==> config.mk <==
export PLATFORM = sky130hd
export DESIGN_NAME = dirty_region_tracker
export DESIGN_NICKNAME = d
export VERILOG_FILES = /design/src/hw/rtl/drt_pkg.sv /design/src/hw/rtl/drt_ram.sv /design/src/hw/rtl/dirty_region_tracker.sv
export SDC_FILE = /design/constraint.sdc
export NUM_CORES = 1
export LEC_CHECK = 0
export BUFFER_PORTS_ARGS = -buffer_cell sky130_fd_sc_hd__buf_2
export CORE_MARGIN = 1
export CORE_UTILIZATION = 30
export CTS_CLUSTER_DIAMETER = 100
export DETAILED_ROUTE_END_ITERATION = 12
export GPL_TIMING_DRIVEN = 0
export PLACE_DENSITY = 0.51
export SYNTH_ARGS = -nofsm -noshare
export SYNTH_HDL_FRONTEND = slang
export SYNTH_SLANG_ARGS = --single-unit
==> constraint.sdc <==
create_clock -name i_clk -period 9.3 [get_ports i_clk]
set_input_delay 0.465 -clock i_clk [delete_from_list [all_inputs] [get_ports i_clk]]
set_output_delay 0.465 -clock i_clk [all_outputs]
set_load 0.02 [all_outputs]
==> src/hw/rtl/drt_pkg.sv <==
`default_nettype none

package drt_pkg;

    // Item kinds
    typedef enum logic [1:0] {
        KIND_MARK  = 2'd0,
        KIND_FULL  = 2'd1,
        KIND_CLEAR = 2'd2,
        KIND_FLUSH = 2'd3
    } t_kind;

    // Input word
    typedef struct packed {
        t_kind              kind;
        logic signed [15:0] rect_left;
        logic signed [15:0] rect_top;
        logic signed [15:0] rect_width;
        logic signed [15:0] rect_height;
    } t_in_word;

    // Result word
    typedef struct packed {
        logic       full_frame;
        logic       region_valid;
        logic [8:0] out_left;
        logic [7:0] out_top;
        logic [8:0] out_width;
        logic [7:0] out_height;
        logic       pending;
        logic       last;
    } t_out_word;

    // Width of the clamp arithmetic, wide enough for the sum of an edge and a width
    localparam int CLAMP_W = 19;

endpackage

`default_nettype wire

==> src/hw/rtl/drt_ram.sv <==
`default_nettype none

module drt_ram #(
    parameter int WIDTH = 34,
    parameter int DEPTH = 8,
    parameter int AW    = (DEPTH > 1) ? $clog2(DEPTH) : 1
) (
    input  wire logic             i_clk,
    input  wire logic             i_wr_en,
    input  wire logic [AW-1:0]    i_wr_addr,
    input  wire logic [WIDTH-1:0] i_wr_data,
    input  wire logic             i_rd_en,
    input  wire logic [AW-1:0]    i_rd_addr,
    output logic      [WIDTH-1:0] o_rd_data
);

    logic [WIDTH-1:0] r_mem [DEPTH];

    // Write port, registered read port that holds between reads
    always_ff @(posedge i_clk) begin
        if (i_wr_en) begin
            r_mem[i_wr_addr] <= i_wr_data;
        end
        if (i_rd_en) begin
            o_rd_data <= r_mem[i_rd_addr];
        end
    end

endmodule

`default_nettype wire

==> src/hw/rtl/dirty_region_tracker.sv <==
// Mark region: the item passes through the clamp, mark and reply states, then back to idle.
// Mark full frame / clear: the item goes straight to the reply state, then back to idle.
// Flush: each stored region takes a list memory read state, then an output register load state.
// A full-frame or empty flush answers with one result word from its own state, then back to idle.
// Reset (i_rst_n low, synchronous): clears region count, full-frame mode, output valid;
// the list memory itself is not cleared and is read only below the region count.
`default_nettype none

module dirty_region_tracker #(
    parameter int SCREEN_WIDTH  = 320,
    parameter int SCREEN_HEIGHT = 240,
    parameter int MAX_REGIONS   = 8
) (
    input  wire logic               i_clk,
    input  wire logic               i_rst_n,
    input  wire logic               i_in_valid,
    output logic                    o_in_stall,
    input  wire drt_pkg::t_in_word  i_in_word,
    output logic                    o_out_valid,
    input  wire logic               i_out_stall,
    output drt_pkg::t_out_word      o_out_word
);

    import drt_pkg::*;

    localparam int XW = $clog2(SCREEN_WIDTH + 1);
    localparam int YW = $clog2(SCREEN_HEIGHT + 1);
    localparam int EW = 2 * XW + 2 * YW;
    localparam int CW = $clog2(MAX_REGIONS + 1);
    localparam int AW = (MAX_REGIONS > 1) ? $clog2(MAX_REGIONS) : 1;

    localparam logic signed [CLAMP_W-1:0] SW_S = CLAMP_W'(SCREEN_WIDTH);
    localparam logic signed [CLAMP_W-1:0] SH_S = CLAMP_W'(SCREEN_HEIGHT);

    typedef enum logic [2:0] {
        ST_IDLE,
        ST_CLAMP,
        ST_MARK,
        ST_REPLY,
        ST_FLUSH_ONE,
        ST_FLUSH_RD,
        ST_FLUSH_OUT
    } t_state;

    t_state                     r_state;
    logic [CW-1:0]              r_count;
    logic                       r_full;
    logic [CW-1:0]              r_idx;
    t_in_word                   r_in;
    logic signed [CLAMP_W-1:0]  r_x1, r_w1, r_y1, r_h1;
    logic                       r_out_valid;
    t_out_word                  r_out_word;

    logic                       out_space;
    logic                       out_load;
    logic                       in_accept;
    logic signed [CLAMP_W-1:0]  raw_x, raw_y, raw_w, raw_h;
    logic signed [CLAMP_W-1:0]  sum_x, sum_y, w2, h2;
    logic                       keep, covers, list_full;
    logic                       wr_en, rd_en;
    logic [EW-1:0]              wr_data, rd_data;
    logic [XW-1:0]              rd_left, rd_width;
    logic [YW-1:0]              rd_top, rd_height;
    logic [15:0]                ext_left, ext_top, ext_width, ext_height;
    logic                       flush_last;
    t_out_word                  n_out_word;

    assign out_space  = !r_out_valid || !i_out_stall;
    assign o_in_stall = (r_state != ST_IDLE);
    assign in_accept  = i_in_valid && !o_in_stall;

    // Load the output register from any answering state
    assign out_load = ((r_state == ST_REPLY) || (r_state == ST_FLUSH_ONE) ||
                       (r_state == ST_FLUSH_OUT)) && out_space;

    // Sign-extend the raw rectangle
    assign raw_x = CLAMP_W'(r_in.rect_left);
    assign raw_y = CLAMP_W'(r_in.rect_top);
    assign raw_w = CLAMP_W'(r_in.rect_width);
    assign raw_h = CLAMP_W'(r_in.rect_height);

    // Clip the far edges and classify the clamped rectangle
    assign sum_x     = r_x1 + r_w1;
    assign sum_y     = r_y1 + r_h1;
    assign w2        = (sum_x > SW_S) ? (SW_S - r_x1) : r_w1;
    assign h2        = (sum_y > SH_S) ? (SH_S - r_y1) : r_h1;
    assign keep      = (w2 > 0) && (h2 > 0);
    assign covers    = (w2 >= SW_S) && (h2 >= SH_S);
    assign list_full = (r_count >= CW'(MAX_REGIONS));

    // Append a kept rectangle to the list
    assign wr_en   = (r_state == ST_MARK) && !r_full && keep && !covers && !list_full;
    assign wr_data = {r_x1[XW-1:0], r_y1[YW-1:0], w2[XW-1:0], h2[YW-1:0]};
    assign rd_en   = (r_state == ST_FLUSH_RD);

    drt_ram #(
        .WIDTH (EW),
        .DEPTH (MAX_REGIONS),
        .AW    (AW)
    ) u_list (
        .i_clk     (i_clk),
        .i_wr_en   (wr_en),
        .i_wr_addr (r_count[AW-1:0]),
        .i_wr_data (wr_data),
        .i_rd_en   (rd_en),
        .i_rd_addr (r_idx[AW-1:0]),
        .o_rd_data (rd_data)
    );

    // Unpack a stored region and fit it to the result fields
    assign {rd_left, rd_top, rd_width, rd_height} = rd_data;
    assign ext_left   = 16'(rd_left);
    assign ext_top    = 16'(rd_top);
    assign ext_width  = 16'(rd_width);
    assign ext_height = 16'(rd_height);
    assign flush_last = ((r_idx + CW'(1)) == r_count);

    // Build the result word for the current state
    always_comb begin
        n_out_word      = '0;
        n_out_word.last = 1'b1;
        case (r_state)
            ST_REPLY: begin
                n_out_word.pending = r_full || (r_count != '0);
            end
            ST_FLUSH_ONE: begin
                n_out_word.full_frame = r_full;
            end
            ST_FLUSH_OUT: begin
                n_out_word.region_valid = 1'b1;
                n_out_word.out_left     = ext_left[8:0];
                n_out_word.out_top      = ext_top[7:0];
                n_out_word.out_width    = ext_width[8:0];
                n_out_word.out_height   = ext_height[7:0];
                n_out_word.last         = flush_last;
            end
            default: begin
                n_out_word = '0;
            end
        endcase
    end

    // Sequence the items and hold the output register
    always_ff @(posedge i_clk) begin
        if (!i_rst_n) begin
            r_state     <= ST_IDLE;
            r_count     <= '0;
            r_full      <= 1'b0;
            r_idx       <= '0;
            r_out_valid <= 1'b0;
        end else begin
            // load a new result or drop a taken one
            if (out_load) begin
                r_out_valid <= 1'b1;
            end else if (r_out_valid && !i_out_stall) begin
                r_out_valid <= 1'b0;
            end
            case (r_state)
                ST_IDLE: begin
                    if (in_accept) begin
                        r_in <= i_in_word;
                        case (i_in_word.kind)
                            KIND_MARK: begin
                                r_state <= ST_CLAMP;
                            end
                            KIND_FULL: begin
                                r_full  <= 1'b1;
                                r_count <= '0;
                                r_state <= ST_REPLY;
                            end
                            KIND_CLEAR: begin
                                r_full  <= 1'b0;
                                r_count <= '0;
                                r_state <= ST_REPLY;
                            end
                            KIND_FLUSH: begin
                                r_idx <= '0;
                                if (r_full || (r_count == '0)) begin
                                    r_state <= ST_FLUSH_ONE;
                                end else begin
                                    r_state <= ST_FLUSH_RD;
                                end
                            end
                            default: begin
                                r_state <= ST_IDLE;
                            end
                        endcase
                    end
                end
                ST_CLAMP: begin
                    // clip the near edges at zero
                    r_x1    <= (raw_x < 0) ? '0 : raw_x;
                    r_w1    <= (raw_x < 0) ? (raw_w + raw_x) : raw_w;
                    r_y1    <= (raw_y < 0) ? '0 : raw_y;
                    r_h1    <= (raw_y < 0) ? (raw_h + raw_y) : raw_h;
                    r_state <= ST_MARK;
                end
                ST_MARK: begin
                    if (!r_full && keep) begin
                        if (covers || list_full) begin
                            r_full  <= 1'b1;
                            r_count <= '0;
                        end else begin
                            r_count <= r_count + CW'(1);
                        end
                    end
                    r_state <= ST_REPLY;
                end
                ST_REPLY: begin
                    if (out_space) begin
                        r_out_word  <= n_out_word;
                        r_state     <= ST_IDLE;
                    end
                end
                ST_FLUSH_ONE: begin
                    if (out_space) begin
                        r_out_word  <= n_out_word;
                        r_full      <= 1'b0;
                        r_count     <= '0;
                        r_state     <= ST_IDLE;
                    end
                end
                ST_FLUSH_RD: begin
                    r_state <= ST_FLUSH_OUT;
                end
                ST_FLUSH_OUT: begin
                    if (out_space) begin
                        r_out_word  <= n_out_word;
                        if (flush_last) begin
                            r_full  <= 1'b0;
                            r_count <= '0;
                            r_state <= ST_IDLE;
                        end else begin
                            r_idx   <= r_idx + CW'(1);
                            r_state <= ST_FLUSH_RD;
                        end
                    end
                end
                default: begin
                    r_state <= ST_IDLE;
                end
            endcase
        end
    end

    assign o_out_valid = r_out_valid;
    assign o_out_word  = r_out_word;

endmodule

`default_nettype wire

[Word level (Yosys, flattened, before mapping)]
Memory sizes are Yosys's and may differ from the RTL's. A register that Yosys moved wholly into a read port is not among the register bits.
Index checks and enable logic that the tools add are counted.
Operators by class
  $add $sub $neg: 8
  $mul: 0
  divide/modulo/power cells: 0
  magnitude comparators: 9
  equality and inequality tests: 21
  shift-type cells: 0
  muxes and demuxes: 37
  bitwise gates (word level): 0
  reduce and logical (&&, ||, !) cells: 40
Operator list (number)
  19-bit 2-to-1 mux: 4
  4-bit 2-to-1 mux: 11
  16-bit by 19-bit adder with 19-bit output: 2
  19-bit by 1-bit greater-than comparator with 1-bit output (second input constant): 2
  35-bit 2-to-1 mux: 1
  16-bit by 16-bit adder with 17-bit output: 2
  16-bit by 1-bit < comparator with 1-bit output (second input constant): 2
  19-bit by 10-bit greater-or-equal comparator with 1-bit output (second input constant): 1
  19-bit by 9-bit greater-or-equal comparator with 1-bit output (second input constant): 1
  19-bit by 10-bit greater-than comparator with 1-bit output (second input constant): 1
  19-bit by 9-bit greater-than comparator with 1-bit output (second input constant): 1
  3-bit one-hot mux with 6 select lines: 1
  10-bit by 16-bit subtractor with 17-bit output (first input constant): 1
  9-bit by 16-bit subtractor with 17-bit output (first input constant): 1
  4-bit one-hot mux with 4 select lines: 1
  3-bit 2-to-1 mux: 4
  2-bit inequality test (second input constant): 6
  1-bit 2-to-1 mux: 11
  1-bit logical AND: 10
  3-bit equality test (second input constant): 3
  3-bit one-hot mux with 3 select lines: 1
  3-bit AND reduction: 3
  4-bit by 1-bit adder with 4-bit output (second input constant): 2
  2-bit by 1-bit inequality test with 1-bit output (second input constant): 4
  24 further kinds: 39
Word-level totals
  bits in registers: 185
  latch bits: 0
  memory bits (writable): 272
  memory bits (read-only): 0
  bits of input ports: 70
  logic and storage cells: 137
  memories: 1
Memories
  u_list.r_mem: depth 8, width 34, rd ports 1, clocked after memory_dff 1, write ports 1, line drt_ram.sv:17  | logic [WIDTH-1:0] r_mem [DEPTH];

[Longest topological paths before layout]
  depth after elaboration: 10
  gate-level depth with buffers: 16

[Modules after synthesis]
A second synthesis with hierarchy kept.
Second synthesis, totals
  cell total of the unflattened synthesis: 1523
  area, all modules: 22734.3 µm²
Modules (own cells, without submodules)
  drt_ram: instances 1, cells each 441, area each 11423.5 µm²
  dirty_region_tracker: instances 1, cells each 1082, area each 11310.8 µm²

[Least setup slack after synthesis]
No wires, ideal clock.
  kind: reg2reg
  from: register r_x1[3]
  to: memory u_list.r_mem[0][0] (enable)
  data arrival time: 5.936 ns
  data required time: 8.833 ns
  setup slack: 2.896 ns
  cell stages (with the launch flop): 14
  buffers on the path: 0
  path through: edfxtp_1 ha_1 a21o_1 a221oi_2 o21ai_1 a2111o_1 a21o_1 a211oi_2 nor2_1 a21oi_1 mux2i_1 and3_1 nand4bb_1 nor3_1
Between the ends
  cells in the longest elaborated chain, start to end: 10
RTL lines
  start: declaration: line dirty_region_tracker.sv:50  | logic signed [CLAMP_W-1:0] r_x1, r_w1, r_y1, r_h1;
  start signal: assignment: line dirty_region_tracker.sv:192  | r_x1 <= (raw_x < 0) ? '0 : raw_x;
  16-bit by 19-bit adder with 19-bit output: line dirty_region_tracker.sv:83  | assign sum_x = r_x1 + r_w1;
  19-bit by 10-bit greater-than comparator with 1-bit output: line dirty_region_tracker.sv:85  | assign w2 = (sum_x > SW_S) ? (SW_S - r_x1) : r_w1;
  19-bit 2-to-1 mux *: line dirty_region_tracker.sv:85
  19-bit by 1-bit greater-than comparator with 1-bit output or 19-bit by 10-bit greater-or-equal comparator with 1-bit output (tied branches): line dirty_region_tracker.sv:87, dirty_region_tracker.sv:88
  1-bit logical AND (on tied branches): line dirty_region_tracker.sv:87, dirty_region_tracker.sv:88
  1-bit logical AND or 1-bit zero test (tied branches): line dirty_region_tracker.sv:92  | assign wr_en = (r_state == ST_MARK) && !r_full && keep && !covers && !list_full;
  1-bit logical AND * (2 in a row): line dirty_region_tracker.sv:92
  1-bit 2-to-1 mux *: line drt_ram.sv:21  | if (i_wr_en) begin
  1-bit 2-to-1 mux (implied by the code) *: line drt_ram.sv:22  | r_mem[i_wr_addr] <= i_wr_data;
  end: declaration: line drt_ram.sv:17
Every way passes the cells marked *; elsewhere a longest branch is shown, timed or not.

[Worst setup path after layout]
  from: register r_y1[0]
  to: memory u_list.r_mem[0][11] (enable)
Between the ends
  cells in the longest elaborated chain, start to end: 10
RTL lines
  start: declaration: line dirty_region_tracker.sv:50
  start signal: assignment: line dirty_region_tracker.sv:194  | r_y1 <= (raw_y < 0) ? '0 : raw_y;
  16-bit by 19-bit adder with 19-bit output: line dirty_region_tracker.sv:84  | assign sum_y = r_y1 + r_h1;
  19-bit by 9-bit greater-than comparator with 1-bit output: line dirty_region_tracker.sv:86  | assign h2 = (sum_y > SH_S) ? (SH_S - r_y1) : r_h1;
  19-bit 2-to-1 mux *: line dirty_region_tracker.sv:86
  19-bit by 1-bit greater-than comparator with 1-bit output or 19-bit by 9-bit greater-or-equal comparator with 1-bit output (tied branches): line dirty_region_tracker.sv:87, dirty_region_tracker.sv:88
  1-bit logical AND (on tied branches): line dirty_region_tracker.sv:87, dirty_region_tracker.sv:88
  1-bit logical AND or 1-bit zero test (tied branches): line dirty_region_tracker.sv:92
  1-bit logical AND * (2 in a row): line dirty_region_tracker.sv:92
  1-bit 2-to-1 mux *: line drt_ram.sv:21
  1-bit 2-to-1 mux (implied by the code) *: line drt_ram.sv:22
Marked as above.

==> metrics.cfg <==
[run_status]
outcome = complete, no violations

[power_and_ir_drop]
vdd_drop_max_uv = 113
p_total_mw = 6.26
combPwrFrac_pct = 21.2
power_frac_seq_pct = 44.9
clkPwrFrac_pct = 33.9
internal_power_mw = 4.45
p_leak_nw = 9.06
power_density_mw_per_mm2 = 235
switching_share_pct = 28.8
power.switching_mw = 1.80

[worst_setup_path]
critPathMaxFanout = 14
critPathMaxStageDelay_ps = 800
timing.rr.start = r_y1[0]
ff2ff_path_depth = 17
r2r_slack_ps = 3110
path_delay_family = simple AND/OR/NAND/NOR gates
critPathBufInv = 3
crit_chain = ha_1 > inv_1 > fa_1 > nand2b_1 > a211oi_1 > o22ai_1 > mux2i_1 > o2111ai_1 > nor3_1 > a2bb2oi_1 > o211ai_1 > mux2i_1 > and3_1 > nand4bb_1 > nor3_2 > buf_6 > buf_6
critPathArrivalTime_ps = 6490
crit_type = reg -> reg
reg2reg_to = u_list.r_mem[0][11]
worst_setup_path_end_kind = flop
required_ps = 9600
cp_slowest_cell = nor3_2
cp.depth = 17
start_kind = flop

[layout]
mostFrequentLayoutCells = edfxtp_1, buf_2, nand2_1
final_common_cell = edfxtp_1
diodes = 0
area_delta_synth_final_pct = 17.5
final_util_pct = 35.7
num-nets-final = 1886
fillers = 7160
drive_above_1_share_pct = 20.3
finalNonFillerCells = 2740

[timing]
slew_headroom_pct = 6.43
skew_ps = 13.7
hold_viol = 0
rsz0062_at_grt = false
slew_violations = 0
fin_setup_tns_ps = 0
timing.final.crit_share_pct = 66.5
timing.fmax_ghz = 0.162
period_needed_ps = 6190
setup_viol_count_final = 0
tightest_slew_ps = 1390
hold_ws_ps = 38.2

[logic_synthesis]
synth_edf_count = 474
yosys_warnings = 0
syn_inst = 1542
synth-seq-area-share_pct = 63.9
syn_avg_cell_area_um2 = 14.7
synth_ff_type = edfxtp_1
async_reset_ff_share_pct = 0
synth_area_mm2 = 0.0227
ys_types = 85
synth_seq_cells = 487

[clocking]
cts.sinks = 487
clock_latency_ps = 600
clk_pin_slew_ps = 60
clockBufferDepth = 3
htreeDepth = 2
cts_made_buffers = 53
cts_tree = done
cts_root_buf = clkbuf_16

[hold_path]
worstHoldStart = i_in_word[11]
min_delay_path_depth = 1
holdCritPathClass = in -> reg
holdPathEnd = r_in[11]

[placement]
gpl.final_weighted_congestion = 0.832
dp.cells = 2640
hpwlAfterDp_mm = 36.9
port_buffers = 108

[global_route]
grt_overflow = 0
track_usage_pct = 13.3
grt_first_pass_wirelength_mm = 79.4
grt_antenna_before_repair = 0
grt_max_degree = 44
first_global_vias = 13800

[die]
dieArea_mm2 = 0.0767
die_w_um = 277
core_mm2 = 0.0746
initial_utilization_pct = 30.4
rows = 100
ios = 110
die_h_um = 277

[detailed_routing]
ant_nets = 0
wirelength_mm = 51.0
first_pass_iters = 5
wl_per_cell_um = 18.6
drc = 0
via_per_inst = 4.84
dr_total_vias = 13300
drt_iter0_drc = 932

[flow_run]
maxCapViolations = 0

## cells by family after synthesis
| family | share of synthesized area, % |
|---|---|
| AOI/OAI and AO/OA | 8.13 |
| and+or+nand+nor | 9.15 |
| xor gates and xnor gates | 1.93 |
| adders and majority gates | 4.77 |
| buffers and inverters | 1.99 |
| muxes | 10.1 |
| other | 0.0165 |
| DFF | 63.9 |
## final cells by class
cell class	count	area, um^2	area share, %
well taps	969	1210	4.55
inverters	57	214	0.803
plain buffers	60	238	0.893
flip-flops and latches	487	14500	54.4
repair buffers	134	918	3.45
multi-input cells	939	7800	29.3
clock inverters	31	373	1.40
clock buffers	63	1390	5.20
## Yosys cell counts (all sizes together), types with 5 or more instances
| library cell | n | share of area, % |
|---|---|---|
| ha | 80 | 4.4 |
| or4 | 6 | 0.22 |
| a22oi | 6 | 0.22 |
| a21boi | 8 | 0.26 |
| nand3b | 10 | 0.33 |
| nand4 | 6 | 0.17 |
| dfxtp | 13 | 1.1 |
| edfxtp | 474 | 63 |
| a41oi | 5 | 0.19 |
| buf | 11 | 0.24 |
| xnor2 | 33 | 1.3 |
| a21oi | 57 | 1.3 |
| o31ai | 8 | 0.26 |
| nor2 | 84 | 1.4 |
| mux4 | 68 | 6.8 |
| o211ai | 8 | 0.29 |
| nor4 | 14 | 0.39 |
| nor3b | 6 | 0.20 |
| mux2i | 11 | 0.49 |
| a221oi | 5 | 0.25 |
| a211oi | 17 | 0.61 |
| clkbuf | 49 | 0.81 |
| o21a | 12 | 0.40 |
| xor2 | 16 | 0.65 |
| mux2 | 57 | 2.8 |
| and2 | 8 | 0.22 |
| a2111oi | 6 | 0.31 |
| o41ai | 5 | 0.19 |
| nand3 | 23 | 0.53 |
| nor2b | 43 | 1.2 |
| a21o | 22 | 0.73 |
| nor3 | 41 | 0.91 |
| o21ai | 59 | 1.3 |
| and3 | 43 | 1.2 |
| a31oi | 11 | 0.30 |
| nand2b | 10 | 0.28 |
| nand2 | 86 | 1.4 |
| o22ai | 6 | 0.17 |
| inv | 57 | 0.94 |
## sequential cells by signal, summed over array words and instances (netlist names)
signal and cells:
o_out_valid 1, o_out_word 38, r_count 4, r_full 1, r_h1 17, r_idx 4, r_in 64, r_state 3
r_w1 17, r_x1 16, r_y1 16, u_list.o_rd_data 34, u_list.r_mem 272
## per-layer routing
layer / GRT usage (%) / part of all wire [%] / vias to the layer above
met4: 3.72 / 1.9 / 0
met2: 23.5 / 50 / 250
met5: 0 / 0 / -
met3: 2.00 / 3.6 / 69
met1: 17.0 / 45 / 6523
li1: - / - / 6429
## what timing repair did
action	in CTS	in global routing
hold buffers	6	0
hold endpoints to repair	6	0
buffers inserted	0	0
endpoints found under the setup margin	0	0
gates resized for setup	0	0
## power by group through the flow
stage	Clock, mW	Combinational [mW]	Sequential, mW
floorplan	0	0.921	2.83
global placement	0	1.26	2.87
detailed placement	0	1.32	2.86
CTS	2.18	1.33	2.81
global route	2.26	1.48	2.83
finish	2.12	1.32	2.81
## worst max-delay path by stage
stage | endpoint | slack [ps] | startpoint
2_1_floorplan | u_list.r_mem[0][0] | 2900 | r_x1[3]
3_3_place_gp | u_list.r_mem[4][6] | -650 | r_y1[0]
3_5_place_dp | u_list.r_mem[0][6] | 3030 | r_y1[0]
4_1_cts | u_list.r_mem[0][11] | 3000 | r_y1[0]
5_1_grt | u_list.r_mem[0][15] | 2600 | r_y1[0]
6_report | u_list.r_mem[0][11] | 3110 | r_y1[0]
## per-stage QoR
| stage | worst slack (ps) | instance area [um^2] |
|---|---|---|
| after detailed placement | 3030 | 24800 |
| after floorplan | 2900 | 22700 |
| after CTS | 3000 | 26600 |
| final | 3110 | 26600 |
| after global routing | 2600 | 26600 |
| after global placement | -655 | 24400 |
Power figures use the tool's default switching activity.
